## config.mk

```make
export PLATFORM = sky130hd
export DESIGN_NAME = hsv_red_pixel_classifier
export DESIGN_NICKNAME = d
export VERILOG_FILES = /design/src/hw/rtl/hsvrpc_pkg.sv /design/src/hw/rtl/hsvrpc_divider.sv /design/src/hw/rtl/hsv_red_pixel_classifier.sv
export SDC_FILE = /design/constraint.sdc
export NUM_CORES = 1
export LEC_CHECK = 0
export BUFFER_PORTS_ARGS = -buffer_cell sky130_fd_sc_hd__buf_2
export CORE_MARGIN = 2
export CORE_UTILIZATION = 58
export DETAILED_ROUTE_END_ITERATION = 7
export PLACE_DENSITY_LB_ADDON = 0.1
export SKIP_LAST_GASP = 1
export SYNTH_ARGS = -nofsm -noshare
export SYNTH_HDL_FRONTEND = slang
export SYNTH_SLANG_ARGS = --single-unit
```

## constraint.sdc

```tcl
create_clock -name clk -period 4.9 [get_ports clk]
set_clock_uncertainty 0.05 [all_clocks]
set_input_delay 0.49 -clock clk [delete_from_list [all_inputs] [get_ports clk]]
set_output_delay 0.49 -clock clk [all_outputs]
set_load 0.01 [all_outputs]
```

## src/hw/rtl/hsvrpc_pkg.sv

```systemverilog
`timescale 1ns / 1ps
// Shared types and constants of the HSV red pixel classifier.
// No dependencies; imported by hsvrpc_divider and hsv_red_pixel_classifier.

package hsvrpc_pkg;

    // Channel and arithmetic widths
    localparam int CH_W       = 8;
    localparam int NUM_W      = 16;
    localparam int T_W        = 18;
    localparam int DIFF_W     = CH_W + 1;
    localparam int CFG_IDX_W  = 4;

    // Pipeline layout: max/min, hue term, numerators, divider, output
    localparam int DIV_STAGES = CH_W;
    localparam int S_MAXMIN   = 0;
    localparam int S_HUE      = 1;
    localparam int S_NUM      = 2;
    localparam int S_DIV0     = 3;
    localparam int S_OUT      = S_DIV0 + DIV_STAGES;
    localparam int NSTG       = S_OUT + 1;

    // Largest hue in half degrees
    localparam logic [CH_W-1:0] HUE_MAX = 8'd180;

    // Register indexes
    typedef enum logic [CFG_IDX_W-1:0] {
        REG_HUE_LOW_A  = 4'd0,
        REG_HUE_HIGH_A = 4'd1,
        REG_HUE_LOW_B  = 4'd2,
        REG_HUE_HIGH_B = 4'd3,
        REG_SAT_LOW    = 4'd4,
        REG_SAT_HIGH   = 4'd5,
        REG_VAL_LOW    = 4'd6,
        REG_VAL_HIGH   = 4'd7
    } cfg_idx_t;

    // Register reset values
    localparam logic [CH_W-1:0] RST_HUE_LOW_A  = 8'd0;
    localparam logic [CH_W-1:0] RST_HUE_HIGH_A = 8'd10;
    localparam logic [CH_W-1:0] RST_HUE_LOW_B  = 8'd170;
    localparam logic [CH_W-1:0] RST_HUE_HIGH_B = 8'd180;
    localparam logic [CH_W-1:0] RST_SAT_LOW    = 8'd120;
    localparam logic [CH_W-1:0] RST_SAT_HIGH   = 8'd255;
    localparam logic [CH_W-1:0] RST_VAL_LOW    = 8'd70;
    localparam logic [CH_W-1:0] RST_VAL_HIGH   = 8'd255;

    // Which channel holds the maximum
    typedef enum logic [1:0] {
        MAX_RED   = 2'd0,
        MAX_GREEN = 2'd1,
        MAX_BLUE  = 2'd2
    } max_sel_t;

endpackage

```

## src/hw/rtl/hsvrpc_divider.sv

```systemverilog
`timescale 1ns / 1ps
// Pipelined restoring divider: one quotient bit per stage, 8-bit quotient.
// Depends on hsvrpc_pkg; stage loads are driven by the parent's flow control.

module hsvrpc_divider
    import hsvrpc_pkg::*;
(
    input  logic                  clk,
    input  logic [DIV_STAGES-1:0] load,
    input  logic [NUM_W-1:0]      num,
    input  logic [CH_W-1:0]       den,
    output logic [CH_W-1:0]       quo
);

    logic [NUM_W-1:0] rem_reg [DIV_STAGES-1];
    logic [CH_W-1:0]  den_reg [DIV_STAGES-1];
    logic [CH_W-1:0]  quo_reg [DIV_STAGES];

    logic [NUM_W-1:0] rem_in   [DIV_STAGES];
    logic [CH_W-1:0]  den_in   [DIV_STAGES];
    logic [CH_W-1:0]  quo_in   [DIV_STAGES];
    logic [NUM_W-1:0] rem_next [DIV_STAGES];
    logic [CH_W-1:0]  quo_next [DIV_STAGES];
    logic [NUM_W-1:0] trial    [DIV_STAGES];

    // Feed the first stage from the ports
    assign rem_in[0] = num;
    assign den_in[0] = den;
    assign quo_in[0] = '0;

    genvar j;
    generate
        for (j = 0; j < DIV_STAGES; j++) begin : g_stage
            // Chain each stage to the previous register
            if (j > 0) begin : g_link
                assign rem_in[j] = rem_reg[j-1];
                assign den_in[j] = den_reg[j-1];
                assign quo_in[j] = quo_reg[j-1];
            end

            // Try the shifted divisor; keep the bit if it fits
            assign trial[j] = NUM_W'(den_in[j]) << (DIV_STAGES - 1 - j);

            always_comb
            begin
                if (rem_in[j] >= trial[j])
                begin
                    rem_next[j] = rem_in[j] - trial[j];
                    quo_next[j] = quo_in[j] | (CH_W'(1) << (DIV_STAGES - 1 - j));
                end
                else
                begin
                    rem_next[j] = rem_in[j];
                    quo_next[j] = quo_in[j];
                end
            end

            // Hold the quotient in every stage
            always_ff @(posedge clk)
            begin
                if (load[j])
                begin
                    quo_reg[j] <= quo_next[j];
                end
            end

            // Remainder and divisor are needed only by later stages
            if (j < DIV_STAGES - 1) begin : g_carry
                always_ff @(posedge clk)
                begin
                    if (load[j])
                    begin
                        rem_reg[j] <= rem_next[j];
                        den_reg[j] <= den_in[j];
                    end
                end
            end
        end
    endgenerate

    assign quo = quo_reg[DIV_STAGES-1];

endmodule

```

## src/hw/rtl/hsv_red_pixel_classifier.sv

```systemverilog
`timescale 1ns / 1ps
// Top level: BGR pixel to HSV, then window test for red; config registers.
// Depends on hsvrpc_pkg and hsvrpc_divider (two instances: saturation, hue).
//
//  Channel | Handshake           | Payload
//  --------+---------------------+----------------------------------
//  in      | in_valid, in_ready  | blue, green, red (8 bits each)
//  out     | out_valid, out_ready| is_red (1 bit)
//  cfg     | cfg_valid, cfg_ready| cfg_index (4 bits), cfg_data (8)
//
// One pixel per cycle sustained while out_ready is high; the pipeline from input
// transfer to result is the 8-stage divider plus three front stages and the
// output register. Each stage holds only while it is full and the next one is
// held, so bubbles close up during an output stall. Reset empties the pipeline
// and loads the default red windows; cfg_ready is always high.

module hsv_red_pixel_classifier
    import hsvrpc_pkg::*;
(
    input  logic                 clk,
    input  logic                 rst_n,
    input  logic                 in_valid,
    output logic                 in_ready,
    input  logic [CH_W-1:0]      blue,
    input  logic [CH_W-1:0]      green,
    input  logic [CH_W-1:0]      red,
    output logic                 out_valid,
    input  logic                 out_ready,
    output logic                 is_red,
    input  logic                 cfg_valid,
    output logic                 cfg_ready,
    input  logic [CFG_IDX_W-1:0] cfg_index,
    input  logic [CH_W-1:0]      cfg_data
);

    // Configuration registers
    logic [CH_W-1:0] hue_low_a_reg, hue_high_a_reg, hue_low_b_reg, hue_high_b_reg;
    logic [CH_W-1:0] sat_low_reg, sat_high_reg, val_low_reg, val_high_reg;

    // Flow control
    logic [NSTG-1:0] vld_reg;
    logic [NSTG-1:0] vld_next;
    logic [NSTG-1:0] rdy;
    logic [NSTG-1:0] src_vld;
    logic [NSTG-1:0] ld;

    // Stage 0: max, min, difference
    logic [CH_W-1:0]          mx_c, mn_c;
    logic signed [DIFF_W-1:0] diff_c;
    max_sel_t                 sel_c;
    logic [CH_W-1:0]          mx0_reg, d0_reg;
    logic signed [DIFF_W-1:0] diff0_reg;
    max_sel_t                 sel0_reg;

    // Stage 1: hue term in degrees times d, saturation numerator
    logic [NUM_W-1:0]      off_c;
    logic signed [T_W-1:0] t_c;
    logic [NUM_W-1:0]      satn_c;
    logic [CH_W-1:0]       mx1_reg, d1_reg;
    logic signed [T_W-1:0] t1_reg;
    logic [NUM_W-1:0]      satn1_reg;

    // Stage 2: wrapped hue numerator, divisors
    logic [T_W-2:0]        d360_c;
    logic signed [T_W-1:0] wrap_c;
    logic [T_W-1:0]        hsum_c;
    logic [CH_W-1:0]       mx2_reg;
    logic [NUM_W-1:0]      satn2_reg, huen2_reg;
    logic [CH_W-1:0]       satd2_reg, hued2_reg;

    // Divider stages and output
    logic [CH_W-1:0] val_pipe_reg [DIV_STAGES];
    logic [CH_W-1:0] sat_q, hue_q;
    logic            hit_c;
    logic            is_red_reg;

    assign cfg_ready = 1'b1;

    // Write a configuration register; drop unknown indexes
    always_ff @(posedge clk or negedge rst_n)
    begin
        if (!rst_n)
        begin
            hue_low_a_reg  <= RST_HUE_LOW_A;
            hue_high_a_reg <= RST_HUE_HIGH_A;
            hue_low_b_reg  <= RST_HUE_LOW_B;
            hue_high_b_reg <= RST_HUE_HIGH_B;
            sat_low_reg    <= RST_SAT_LOW;
            sat_high_reg   <= RST_SAT_HIGH;
            val_low_reg    <= RST_VAL_LOW;
            val_high_reg   <= RST_VAL_HIGH;
        end
        else if (cfg_valid && cfg_ready)
        begin
            unique case (cfg_idx_t'(cfg_index))
                REG_HUE_LOW_A:  hue_low_a_reg  <= cfg_data;
                REG_HUE_HIGH_A: hue_high_a_reg <= cfg_data;
                REG_HUE_LOW_B:  hue_low_b_reg  <= cfg_data;
                REG_HUE_HIGH_B: hue_high_b_reg <= cfg_data;
                REG_SAT_LOW:    sat_low_reg    <= cfg_data;
                REG_SAT_HIGH:   sat_high_reg   <= cfg_data;
                REG_VAL_LOW:    val_low_reg    <= cfg_data;
                REG_VAL_HIGH:   val_high_reg   <= cfg_data;
                default: ;
            endcase
        end
    end

    // A stage may load when it or any later stage is empty, or output is taken
    always_comb
    begin
        for (int i = 0; i < NSTG; i++)
        begin
            src_vld[i] = (i == 0) ? in_valid : vld_reg[(i == 0) ? 0 : i - 1];
        end
        for (int i = 0; i < NSTG; i++)
        begin
            rdy[i]      = out_ready || !(&(vld_reg | ((NSTG'(1) << i) - NSTG'(1))));
            ld[i]       = rdy[i] && src_vld[i];
            vld_next[i] = rdy[i] ? src_vld[i] : vld_reg[i];
        end
    end

    // Advance valid bits
    always_ff @(posedge clk or negedge rst_n)
    begin
        if (!rst_n)
        begin
            vld_reg <= '0;
        end
        else
        begin
            vld_reg <= vld_next;
        end
    end

    assign in_ready = rdy[S_MAXMIN];

    // Find max, min and the channel that owns the max (red, green, blue order)
    always_comb
    begin
        mx_c = red;
        if (green > mx_c) mx_c = green;
        if (blue > mx_c)  mx_c = blue;
        mn_c = red;
        if (green < mn_c) mn_c = green;
        if (blue < mn_c)  mn_c = blue;
        priority if (mx_c == red)
        begin
            sel_c  = MAX_RED;
            diff_c = $signed({1'b0, green}) - $signed({1'b0, blue});
        end
        else if (mx_c == green)
        begin
            sel_c  = MAX_GREEN;
            diff_c = $signed({1'b0, blue}) - $signed({1'b0, red});
        end
        else
        begin
            sel_c  = MAX_BLUE;
            diff_c = $signed({1'b0, red}) - $signed({1'b0, green});
        end
    end

    always_ff @(posedge clk)
    begin
        if (ld[S_MAXMIN])
        begin
            mx0_reg   <= mx_c;
            d0_reg    <= mx_c - mn_c;
            diff0_reg <= diff_c;
            sel0_reg  <= sel_c;
        end
    end

    // Form 60*diff + offset*d and 255*d + max/2
    always_comb
    begin
        unique case (sel0_reg)
            MAX_RED:   off_c = '0;
            MAX_GREEN: off_c = NUM_W'(d0_reg) * NUM_W'(120);
            MAX_BLUE:  off_c = NUM_W'(d0_reg) * NUM_W'(240);
            default:   off_c = '0;
        endcase
        t_c = $signed({{(T_W - DIFF_W){diff0_reg[DIFF_W-1]}}, diff0_reg}) * $signed(T_W'(60))
            + $signed({{(T_W - NUM_W){1'b0}}, off_c});
        satn_c = ({d0_reg, {CH_W{1'b0}}} - NUM_W'(d0_reg)) + NUM_W'(mx0_reg[CH_W-1:1]);
    end

    always_ff @(posedge clk)
    begin
        if (ld[S_HUE])
        begin
            mx1_reg   <= mx0_reg;
            d1_reg    <= d0_reg;
            t1_reg    <= t_c;
            satn1_reg <= satn_c;
        end
    end

    // Wrap negative hue, add half a step for rounding, guard zero divisors
    always_comb
    begin
        d360_c = (T_W-1)'(d1_reg) * (T_W-1)'(360);
        wrap_c = t1_reg[T_W-1] ? t1_reg + $signed({1'b0, d360_c}) : t1_reg;
        hsum_c = $unsigned(wrap_c) + T_W'(d1_reg);
    end

    always_ff @(posedge clk)
    begin
        if (ld[S_NUM])
        begin
            mx2_reg   <= mx1_reg;
            satn2_reg <= satn1_reg;
            satd2_reg <= (mx1_reg == '0) ? CH_W'(1) : mx1_reg;
            huen2_reg <= hsum_c[NUM_W:1];
            hued2_reg <= (d1_reg == '0) ? CH_W'(1) : d1_reg;
        end
    end

    // Divide both numerators, one quotient bit per stage
    hsvrpc_divider u_sat_div (
        .clk  (clk),
        .load (ld[S_OUT-1:S_DIV0]),
        .num  (satn2_reg),
        .den  (satd2_reg),
        .quo  (sat_q)
    );

    hsvrpc_divider u_hue_div (
        .clk  (clk),
        .load (ld[S_OUT-1:S_DIV0]),
        .num  (huen2_reg),
        .den  (hued2_reg),
        .quo  (hue_q)
    );

    // Carry value alongside the divider
    always_ff @(posedge clk)
    begin
        for (int j = 0; j < DIV_STAGES; j++)
        begin
            if (ld[S_DIV0 + j])
            begin
                val_pipe_reg[j] <= (j == 0) ? mx2_reg : val_pipe_reg[(j == 0) ? 0 : j - 1];
            end
        end
    end

    // Test the windows
    always_comb
    begin
        hit_c = (sat_q >= sat_low_reg) && (sat_q <= sat_high_reg)
             && (val_pipe_reg[DIV_STAGES-1] >= val_low_reg)
             && (val_pipe_reg[DIV_STAGES-1] <= val_high_reg)
             && (((hue_q >= hue_low_a_reg) && (hue_q <= hue_high_a_reg))
              || ((hue_q >= hue_low_b_reg) && (hue_q <= hue_high_b_reg)));
    end

    always_ff @(posedge clk)
    begin
        if (ld[S_OUT])
        begin
            is_red_reg <= hit_c;
        end
    end

    assign out_valid = vld_reg[S_OUT];
    assign is_red    = is_red_reg;

    // An accepted output always frees room for an input
    a_ready_through: assert property (@(posedge clk) disable iff (!rst_n)
        out_ready |-> in_ready)
        else $error("input blocked while output is taken");

    // A full stage over an empty one moves forward
    a_no_stuck: assert property (@(posedge clk) disable iff (!rst_n)
        (vld_reg[S_MAXMIN] && !vld_reg[S_HUE]) |=> vld_reg[S_HUE])
        else $error("stage held over an empty successor");

    // Divisors are never zero and quotients fit eight bits
    a_div_range: assert property (@(posedge clk) disable iff (!rst_n)
        vld_reg[S_NUM] |-> (satd2_reg != '0) && (hued2_reg != '0)
            && (satn2_reg < {satd2_reg, {CH_W{1'b0}}})
            && (huen2_reg < {hued2_reg, {CH_W{1'b0}}}))
        else $error("divider operands out of range");

    // Hue stays within a full turn (180 half degrees)
    a_hue_max: assert property (@(posedge clk) disable iff (!rst_n)
        vld_reg[S_OUT-1] |-> (hue_q <= HUE_MAX))
        else $error("hue above 180");

endmodule
```

* After elaboration in Yosys (flattened, before gate mapping) *
Memory sizes are Yosys's and may differ from the RTL's.
Index checks and enable logic that the tools add are counted.

word-level totals
  flip-flop bits (word level) = 210
  memory bits (writable) = 528
  input port bits = 41
  output and inout bits = 4
  word-level logic and storage cells = 227
  memories kept = 7

cells by class
  add/subtract/negate cells = 23
  multiply operators = 4
  magnitude comparators = 28
  eq/ne operators = 11
  mux-type cells = 55
  reduce and logical (&&, ||, !) cells = 65

memory list
  memory             depth  width  rd ports  clocked after memory_dff  wr ports  line                            RTL
  u_hue_div.rem_reg  7      16     7         0                         7         hsvrpc_divider.sv:15            logic [NUM_W-1:0] rem_reg [DIV_STAGES-1];
  u_sat_div.rem_reg  7      16     7         0                         7         hsvrpc_divider.sv:15
  u_hue_div.quo_reg  8      8      8         0                         8         hsvrpc_divider.sv:17            logic [CH_W-1:0] quo_reg [DIV_STAGES];
  u_sat_div.quo_reg  8      8      8         0                         8         hsvrpc_divider.sv:17
  val_pipe_reg       8      8      8         0                         8         hsv_red_pixel_classifier.sv:72  logic [CH_W-1:0] val_pipe_reg [DIV_STAGES];
  u_hue_div.den_reg  7      8      7         0                         7         hsvrpc_divider.sv:16            logic [CH_W-1:0] den_reg [DIV_STAGES-1];
  1 more memories    -      -      -         -                         -         -

operator list
  kind                                               count
  two-way mux 16 bit                                 14
  two-way mux 8 bit                                  6
  >= comparator 16 x 10 -> 1 bit                     2
  >= comparator 16 x 11 -> 1 bit                     2
  >= comparator 16 x 12 -> 1 bit                     2
  >= comparator 16 x 13 -> 1 bit                     2
  >= comparator 16 x 14 -> 1 bit                     2
  >= comparator 16 x 15 -> 1 bit                     2
  >= comparator 16 x 8 -> 1 bit                      2
  >= comparator 16 x 9 -> 1 bit                      2
  >= comparator 8 bit                                4
  less-or-equal comparator 8 bit                     4
  one-hot mux 16 bit (2 select lines)                1
  subtractor 16 x 10 -> 16 bit                       2
  subtractor 16 x 11 -> 16 bit                       2
  subtractor 16 x 12 -> 16 bit                       2
  subtractor 16 x 13 -> 16 bit                       2
  subtractor 16 x 14 -> 16 bit                       2
  subtractor 16 x 15 -> 16 bit                       2
  subtractor 16 x 9 -> 16 bit                        2
  subtractor 8 x 8 -> 9 bit                          3
  multiplier 8 x 4 -> 12 bit, second input constant  2
  adder 16 x 17 -> 18 bit                            1
  logical AND 1 bit                                  18
  39 further kinds                                   103

* Longest topological paths before layout *
Gate-level depths: netlist (run 1).

  depth in word-level cells = 7
  depth in mapped cells = 30

* Hierarchy *
Synthesis (run 1) repeated with hierarchy kept, for this count alone.

unflattened totals
  cell total of the unflattened synthesis = 3230
  area total of the unflattened synthesis = 38373.1 µm²

by module, submodules not included
  module                       times used  cells an instance  area each (µm²)  sequential area each (µm²)
  hsv_red_pixel_classifier     1           1580               17750.8          7828.8
  hsvrpc_divider at u_hue_div  1           828                10401.2          6125.9
  hsvrpc_divider at u_sat_div  1           822                10221.1          6125.9

* Worst setup path before layout (run 1) *
Ideal clock, no wire load.

  path type = input to register
  from = in green[6]
  to = reg d0_reg[7], data pin
  arrival time = 5317 ps
  required time = 4590 ps
  slack = -727 ps
  cell stages on the path = 26
  buffers on the path = 4
  cells stage by stage = clkbuf_1 > inv_1 > ha_1 > and2_4 > a2111oi_0 > nor2_1 > o41ai_4 > buf_6 > clkbuf_1 > a21oi_1 > ha_1 > nand4_1 > nor2_1 > a21oi_1 > nor2_1 > clkbuf_1 > a21oi_1 > ha_1 > o21ai_0 > a21boi_0 > o21ai_0 > nand2b_1 > a21o_1 > a21oi_1 > xor2_1 > xnor2_1

on the way
  longest elaborated chain between the ends = 5
  elaborated cells between the ends (all ways) = 9
  classes of those cells = add/sub (1); order compare (4); mux (4)

ends and longest elaborated chain
  what                           line                             RTL
  start, declared                hsv_red_pixel_classifier.sv:25   input logic [CH_W-1:0] green,
  greater-than comparator 8 bit  hsv_red_pixel_classifier.sv:143  if (green > mx_c) mx_c = green;
  two-way mux 8 bit *            hsv_red_pixel_classifier.sv:143
  greater-than comparator 8 bit  hsv_red_pixel_classifier.sv:144  if (blue > mx_c) mx_c = blue;
  two-way mux 8 bit *            hsv_red_pixel_classifier.sv:144
  net mx_c[2]                    hsv_red_pixel_classifier.sv:48   logic [CH_W-1:0] mx_c, mn_c;
  subtractor 8 bit *             hsv_red_pixel_classifier.sv:170  d0_reg <= mx_c - mn_c;
  end signal, assigned           hsv_red_pixel_classifier.sv:170
  end, declared                  hsv_red_pixel_classifier.sv:51   logic [CH_W-1:0] mx0_reg, d0_reg;

The timed path passes the listed nets; every way through them passes the cells marked *.
A chain may end at the register's enable or synchronous reset.

* Worst setup path in the final report (run 1) *
  from = reg d1_reg[5]
  to = reg huen2_reg[14], data pin

on the way
  longest elaborated chain between the ends = 4

ends and longest elaborated chain
  what                        line                             RTL
  start, declared             hsv_red_pixel_classifier.sv:59   logic [CH_W-1:0] mx1_reg, d1_reg;
  start signal, assigned      hsv_red_pixel_classifier.sv:195  d1_reg <= d0_reg;
  multiplier 8 x 6 -> 14 bit  hsv_red_pixel_classifier.sv:204  d360_c = (T_W-1)'(d1_reg) * (T_W-1)'(360);
  adder 17 bit                hsv_red_pixel_classifier.sv:205  wrap_c = t1_reg[T_W-1] ? t1_reg + $signed({1'b0, d360_c}) : t1_reg;
  two-way mux 17 bit          hsv_red_pixel_classifier.sv:205
  adder 17 x 8 -> 17 bit *    hsv_red_pixel_classifier.sv:206  hsum_c = $unsigned(wrap_c) + T_W'(d1_reg);
  net hsum_c[15]              hsv_red_pixel_classifier.sv:66   logic [T_W-1:0] hsum_c;
  end signal, assigned        hsv_red_pixel_classifier.sv:216  huen2_reg <= hsum_c[NUM_W:1];
  end, declared               hsv_red_pixel_classifier.sv:68   logic [NUM_W-1:0] satn2_reg, huen2_reg;

Marked as above.

==> results.md, run 1 <==
Outcome:
- The flow ran to the end, and the final reports show no timing, DRC or antenna violations.

Global route:
- The pin count of the biggest net entering global routing is 77.
- The via count of the first global-routing pass came to 24820.
- For this run the aggregate overflow at the end of global routing stands at 0.
- The number of antenna violations at the first check in global routing is 0.
- Global routing used 22.51% of the available tracks.
- The first global-routing pass estimated 121600 um of wire.

Final layout:
- The count of antenna diodes in the layout is 0.
- The net count of the finished layout is 3912.
- The fraction of layout instances using a drive strength above 1 is 15.90%.
- Measured on the finished design, the core utilization comes to 66.83%.
- The area growth from synthesis to final layout is 13.97%.
- The number of fill cells is 4807.
- The finished layout holds 4376 standard cells, fillers aside.
- The area of all placed cells without fillers is 0.04308 mm^2.

Setup path:
- The source of the worst register-to-register timing path is d1_reg[5].
- The critical setup path kind is flop to flop.
- The highest net fanout along the worst path is 4.
- The worst setup path is captured at a flop.
- In this design, the stage delay of the slowest critical-path cell is 540 ps.
- The sort of element at the start of the critical path is a flop.
- For the worst flop-to-flop path, the logic depth is 19.
- The slowest cell on the critical path is sky130_fd_sc_hd__fa_1.
- STA puts the critical path data arrival time at 5080 ps.
- The required time at the endpoint of the critical path is 5190 ps.
- The start point of the critical path is d1_reg[5].
- The signal on the critical path passes through ha_4, fa_1, inv_1, fa_1, inv_2, ha_4, nand3_2, o211ai_1, nor2_1, xnor2_1, ha_1, nor2b_4, a41o_1, o41ai_2, xnor2_1, mux2i_2, buf_4, buf_4, xor2_1.

Clock tree:
- TritonCTS built the clock tree.
- The buffer levels on the longest clock path is 3.
- At the later pin of the worst-skew pair, clock insertion delay measures 590 ps.
- The buffer cell driving the clock tree root is sky130_fd_sc_hd__clkbuf_16.
- The number of sinks driven by the clock tree is 680.
- The H-tree was split into 3 levels.
- The number of clock buffers added by TritonCTS is 72.
- After clock tree synthesis, the clock-pin slew on the worst setup and hold paths is 60 ps.

Die:
- The floorplan step defined a die boundary enclosing 0.06723 mm^2.
- In this run the standard cell core region covers 0.06446 mm^2.
- The horizontal die dimension is 259.3 um.
- The initial core utilization is 58.64%.
- The number of top-level pins is 45.
- After floorplanning, the core was divided into 93 placement rows.
- Measured along the y axis, the die boundary spans 259.3 um.

Synthesis:
- The number of synthesized flops with an enable pin is 604.
- Synthesis produced a netlist whose cell count is 3193.
- The share of synthesized area in the top cell type comes to 47.98%.
- The number of distinct library cell variants in the gate-level netlist after synthesis is 84.
- After synthesis, the share of flip-flops with an asynchronous set or reset is 11.18%.
- The average instance area after synthesis is 11.84 um^2.
- Synthesis produced a netlist with a net count of 3642.
- The cell accounting for the most synthesized area is sky130_fd_sc_hd__edfxtp_1.
- Yosys printed 0 warnings.
- The most used flip-flop cell after synthesis is sky130_fd_sc_hd__edfxtp_1.
- Counting flops and latches in the post-synthesis netlist gives 680.
- The post-synthesis instance area is 0.03780 mm^2.
- By area the synthesized netlist is led by sky130_fd_sc_hd__edfxtp_1 48%, sky130_fd_sc_hd__ha_1 12%, sky130_fd_sc_hd__inv_1 3.9%.
- The sequential area share after synthesis is 53.12%.

Placement:
- In this run the cell area measured after placement is 0.04039 mm^2.
- The cell count after placement is 4224.
- The global placement routability congestion is 0.9258.
- The count of buffers added on input and output ports is 43.
- After legalization and detailed placement, the total HPWL measured 57450 um.

Route:
- For this block, the via count after detailed routing is 24190.
- The detail route stage leaves a number of antenna-violating nets equal to 0.
- The total routed wirelength is 74940 um.
- The detailed-routing iteration count for the pre-antenna-repair pass is 5.
- The mean number of vias per cell is 5.528.
- The routed length per placed instance is 17.13 um.
- After detailed routing, the number of remaining DRC violations is 0.
- The number of DRC violations after detailed-routing iteration 0 is 1235.

STA:
- After layout, the minimum clock period comes to 4790 ps.
- The highest clock frequency the design can meet is 208.8 MHz.
- The max-slew violation total from the final report is 0.
- The actual transition at the worst max-transition pin is 1181 ps.
- Setup repair after global routing could not meet its margin everywhere.
- The final count of hold timing violations is 0.
- The headroom to the max-slew limit is 21.29%.
- The share of the clock period used by the worst path after layout is 97.75%.
- The summed negative setup slack over all endpoints is 0 ps.
- Setup violations remaining at the end of the flow were counted as 0.

Min path:
- The class of the worst hold path is input port to async pin.

Run:
- Across the run, the number of max-cap violations was 0.
-- cells in the final DEF, fill, tap and decap left out, types with 35 or more instances in the layout --
cell type and instances:
sky130_fd_sc_hd__nor2b_1 67, sky130_fd_sc_hd__buf_4 203, sky130_fd_sc_hd__nand3_1 35, sky130_fd_sc_hd__buf_2 42
sky130_fd_sc_hd__ha_1 332, sky130_fd_sc_hd__dfrtp_1 43, sky130_fd_sc_hd__nand2_1 149, sky130_fd_sc_hd__fa_1 55
sky130_fd_sc_hd__inv_1 388, sky130_fd_sc_hd__nor3_1 37, sky130_fd_sc_hd__edfxtp_1 604, sky130_fd_sc_hd__nor2_1 206
sky130_fd_sc_hd__nand2b_1 64, sky130_fd_sc_hd__mux2_2 65, sky130_fd_sc_hd__xnor2_1 132, sky130_fd_sc_hd__xor2_1 74
sky130_fd_sc_hd__a21o_1 83, sky130_fd_sc_hd__a21oi_1 165, sky130_fd_sc_hd__clkbuf_16 74, sky130_fd_sc_hd__o21ai_0 165
-- critical path: cells and delay by family (launching register included) --
family	cells	cell delay (ps)
buffers and inverters	4	400
AO/OA/AOI/OAI	3	640
XOR/XNOR	3	460
adder cells (fa/ha/maj)	5	2000
flip-flops	1	530
AND/OR/NAND/NOR	3	290
multiplexers	1	130
-- Yosys cell counts, types with 13 or more instances --
library cell / n
sky130_fd_sc_hd__a211oi_1: 18
sky130_fd_sc_hd__a21boi_0: 28
sky130_fd_sc_hd__a21o_1: 83
sky130_fd_sc_hd__a21oi_1: 184
sky130_fd_sc_hd__a31oi_1: 18
sky130_fd_sc_hd__and2_1: 19
sky130_fd_sc_hd__clkbuf_1: 42
sky130_fd_sc_hd__dfrtp_1: 43
sky130_fd_sc_hd__dfstp_2: 33
sky130_fd_sc_hd__edfxtp_1: 604
sky130_fd_sc_hd__fa_1: 57
sky130_fd_sc_hd__ha_1: 351
sky130_fd_sc_hd__inv_1: 396
sky130_fd_sc_hd__mux2_2: 66
sky130_fd_sc_hd__mux2i_1: 30
sky130_fd_sc_hd__nand2_1: 149
sky130_fd_sc_hd__nand2b_1: 64
sky130_fd_sc_hd__nand3_1: 37
sky130_fd_sc_hd__nand4_1: 27
sky130_fd_sc_hd__nor2_1: 212
sky130_fd_sc_hd__nor2b_1: 70
sky130_fd_sc_hd__nor3_1: 39
sky130_fd_sc_hd__nor4_1: 21
sky130_fd_sc_hd__o21a_1: 27
sky130_fd_sc_hd__o21ai_0: 175
sky130_fd_sc_hd__or3_1: 13
sky130_fd_sc_hd__xnor2_1: 134
sky130_fd_sc_hd__xor2_1: 76
-- final cells by class --
class                      instances  area (um^2)  share of cell area (%)
sequential                       680        20080                   46.61
inverter                         396         1499                   3.479
clock inverter                    36        215.2                  0.4995
tap                              855         1070                   2.483
multi-input combinational       2064        16490                   38.27
timing repair buffer             249         1775                   4.121
clock buffer                      96         1954                   4.537
-- metal layers --
metal / global-route usage (%) / share of wire, % / up-vias
met5: 0 / 0 / -
met3: 2.812 / 3.1 / 153
met2: 41.97 / 53 / 400
met1: 26.23 / 41 / 11690
li1: - / - / 11940
met4: 8.812 / 3.3 / 0
-- per-stage QoR --
stage / worst slack [ps] / hold WS (ps)
after floorplan: -83.29 / 144.4
after global placement: -442.9 / 350.8
after detailed placement: -579.4 / 354.5
after CTS: 15.76 / 15.92
after global routing: -145.2 / 49.95
final: 110.3 / 38.15
-- final timing paths --
kind	slack, ps	end
setup / recovery	110	huen2_reg[14]
hold / removal	40	vld_reg[1]
setup reg to reg	110	huen2_reg[14]
hold reg to reg	360	u_hue_div.quo_reg[0][31]
max in group asynchronous	4020	val_low_reg[3]
min in group clk	50	vld_reg[0]
-- cell families (layout without fill, tap and decap cells) --
family                   count (synthesis)  after routing  synth area share [%]
AND/OR/NAND/NOR                        713            713                 9.517
flip-flops                             680            680                 53.12
AO/OA/AOI/OAI                          634            634                 10.48
buffers and inverters                  449            777                 4.522
adder cells (fa/ha/maj)                408            408                 14.64
XOR/XNOR                               210            210                 4.866
multiplexers                            98             98                 2.840
other                                    1              1              0.009921
-- timing repair --
item / CTS / global route
setup endpoints to repair: 5 / 23
resized for setup: 11 / 70
pin swaps: 3 / 38
buffers inserted: 4 / 16
hold buffers: 0 / 0
Power of run 1 is left out: the tool's default activity adds up to more than one toggle a clock period on the data nets, which glitch-free logic cannot reach.
==> inputs of run 2 (changes only) <==
--- a/config.mk
+++ b/config.mk
@@ -8,6 +8,7 @@
 export BUFFER_PORTS_ARGS = -buffer_cell sky130_fd_sc_hd__buf_2
 export CORE_MARGIN = 2
 export CORE_UTILIZATION = 58
+export CTS_BUF_LIST = sky130_fd_sc_hd__clkbuf_16
 export DETAILED_ROUTE_END_ITERATION = 7
 export PLACE_DENSITY_LB_ADDON = 0.1
 export SKIP_LAST_GASP = 1
==> results.md, run 2 (synthesized netlist as in run 1, its figures left out) <==
Outcome:
- The flow ran to the end, and the final reports show no timing, DRC or antenna violations.

Setup path:
- In this run the worst setup path terminates at huen2_reg[14].
- The critical setup path kind is flop to flop.
- The arrival time of data at the critical path endpoint is 5080 ps (about the same).
- STA classifies the critical path startpoint as a flop.
- The internal reg-to-reg setup slack is 110 ps (about the same).
- The required time at the endpoint of the critical path was 5190 ps (about the same).
- The endpoint identified for the worst register-to-register timing path is huen2_reg[14].
- The start point of the critical path is d1_reg[5].
- The critical path endpoint category is a flop.
- The worst register-to-register path begins at d1_reg[5].
- The worst reg-to-reg path cell count was 19 (unchanged).
- The highest net fanout along the worst path is 4 (unchanged).

Final layout:
- The top cell types in the final layout, fill and taps aside, are 604 x sky130_fd_sc_hd__edfxtp_1, 408 x sky130_fd_sc_hd__inv_1, 332 x sky130_fd_sc_hd__ha_1.
- Leaving out fill and tap cells, the most frequent cell in the layout is sky130_fd_sc_hd__edfxtp_1.
- The fraction of layout instances using a drive strength above 1 came to 15.85% (-0.057 points).
- The number of fill cells is 4807 (unchanged).
- The non-filler instance count after layout was 4376 (unchanged).
- The storage element area is 0.02008 mm^2 (unchanged).
- The area growth from synthesis to final layout is 13.92% (about the same).
- The count of antenna diodes in the layout is 0 (unchanged).
- The final-stage net count is 3912 (unchanged).
- The share of the core filled with cells in the final layout is 66.80% (about the same).
- The area of the multi-input gates is 0.01649 mm^2 (unchanged).

STA:
- The final count of hold timing violations was 0 (unchanged).
- The share of the clock period used by the worst path after layout is 97.83% (about the same).
- The final critical-path required period is 4794 ps (+4.032 ps).
- The max-slew violation total from the final report came to 0 (unchanged).
- The summed negative setup slack over all endpoints was 0 ps (unchanged).
- Setup repair after global routing could not meet its margin everywhere.
- The actual transition at the worst max-transition pin came to 1149 ps (-32.07 ps).
- The number of setup violations in the final report is 0 (unchanged).
- The highest clock frequency the design can meet came to 208.6 MHz (about the same).
- The post-route worst setup slack is 106.3 ps (-4.032 ps).
- The headroom to the max-slew limit is 23.42% (+2.1 points).

Route:
- The number of DRC violations after detailed-routing iteration 0 was 1201 (-2.8%).
- The total routed wirelength is 74980 um (about the same).
- The mean number of vias per cell was 5.523 (about the same).
- The detailed-routing iteration count for the pre-antenna-repair pass was 8 (+3).
- The routed length per placed instance was 17.13 um (about the same).
- The total via count in the routed design is 24170 (-0.083%).
- The count of nets left with antenna violations after detail routing was 0 (unchanged).
- The remaining routing DRC violations is 0 (unchanged).

Global route:
- The number of antenna violations at the first check in global routing was 0 (unchanged).
- The pin count of the biggest net entering global routing is 77 (unchanged).
- The aggregate global routing overflow came to 0 (unchanged).
- The global-route usage over all layers was 22.50% (about the same).
- The wire length of the first global-routing pass is 121600 um (about the same).
- The via count of the first global-routing pass is 24800 (-0.089%).

Clock tree:
- The buffer levels on the longest clock path was 3 (unchanged).
- The number of clock buffers inserted by TritonCTS came to 72 (unchanged).
- The number of sinks driven by the clock tree is 680 (unchanged).
- CTS placed an instance of sky130_fd_sc_hd__clkbuf_16 at the clock tree root.
- The number of H-tree levels was 3 (unchanged).
- The insertion delay to the later sink of the worst-skew pair is 600 ps (about the same).
- The clock slew at the register clock pins of the worst setup and hold paths was 60 ps (about the same).
- TritonCTS built the clock tree.

Die:
- The horizontal die dimension is 259.3 um (unchanged).
- The number of top-level pins is 45 (unchanged).
- The chip height is 259.3 um (unchanged).
- The area of the placeable core is 0.06446 mm^2 (unchanged).
- The area enclosed by the die boundary is 0.06723 mm^2 (unchanged).
- The number of rows created at floorplan is 93 (unchanged).
- The initial core utilization was 58.64% (unchanged).

Placement:
- The global placement routability congestion was 0.9258 (unchanged).
- The count of buffers inserted at the top-level ports was 43 (unchanged).
- The post-DP HPWL is 57450 um (unchanged).
- The setup slack after placement is -579.4 ps (unchanged).
- The cell count after placement is 4224 (unchanged).

Min path:
- The worst hold path belongs to the class input port to async pin.

Run:
- The max-capacitance violation count was 0 (unchanged).
==> run 2: repair_timing <==
item	in CTS	in global routing
pin swaps	3	38
setup buffers	4	16
gates cloned	0	0
gates resized for setup	11	70
hold buffers	0	0
hold endpoints to repair	0	0
endpoints found under the setup margin	5	23
==> run 2: through the flow <==
step	cell area, um^2	hold WS (ps)
3_5_place_dp	40390	354.5
2_1_floorplan	37960	144.4
5_1_grt	43060	50.53
3_3_place_gp	40390	350.8
4_1_cts	42620	16.75
6_report	43060	43.29
==> run 2: cell type report <==
| class | count | share of cell area (%) |
|---|---|---|
| clock buffer | 74 | 4.300 |
| sequential | 680 | 46.63 |
| clock inverter | 58 | 0.6916 |
| multi-input combinational | 2064 | 38.29 |
| timing repair buffer | 249 | 4.123 |
| inverter | 396 | 3.481 |
| tap | 855 | 2.484 |
==> run 2: layer usage <==
layer / routed length, um / global-route usage, % / vias up
met5: 0 / 0 / -
met4: 2345 / 8.621 / 0
met3: 2221 / 2.822 / 141
met2: 39670 / 41.99 / 389
met1: 30740 / 26.26 / 11700
li1: - / - / 11940
==> run 2: worst max-delay path, stage by stage (launching register included) <==
cell and delay [ps]:
sky130_fd_sc_hd__edfxtp_1 530, sky130_fd_sc_hd__ha_4 310, sky130_fd_sc_hd__fa_1 540, sky130_fd_sc_hd__inv_1 50, sky130_fd_sc_hd__fa_1 530, sky130_fd_sc_hd__inv_2 50, sky130_fd_sc_hd__ha_4 280, sky130_fd_sc_hd__nand3_2 80
sky130_fd_sc_hd__o211ai_1 160, sky130_fd_sc_hd__nor2_1 70, sky130_fd_sc_hd__xnor2_1 130, sky130_fd_sc_hd__ha_1 340, sky130_fd_sc_hd__nor2b_4 140, sky130_fd_sc_hd__a41o_1 230, sky130_fd_sc_hd__o41ai_2 250, sky130_fd_sc_hd__xnor2_1 180
sky130_fd_sc_hd__mux2i_2 130, sky130_fd_sc_hd__buf_4 180, sky130_fd_sc_hd__buf_4 120, sky130_fd_sc_hd__xor2_1 150
==> run 2: worst min-delay path by stage <==
stage	cells after the start	end	start	slack [ps]
2_1_floorplan	0	hue_high_a_reg[0]	rst_n	140
3_5_place_dp	0	satn2_reg[4]	satn1_reg[4]	350
6_report	2	vld_reg[0]	rst_n	40
5_1_grt	2	vld_reg[0]	in_valid	50
4_1_cts	2	vld_reg[0]	in_valid	20
3_3_place_gp	0	val_pipe_reg[1][5]	val_pipe_reg[0][29]	350
Power of run 2 is left out for the same reason.
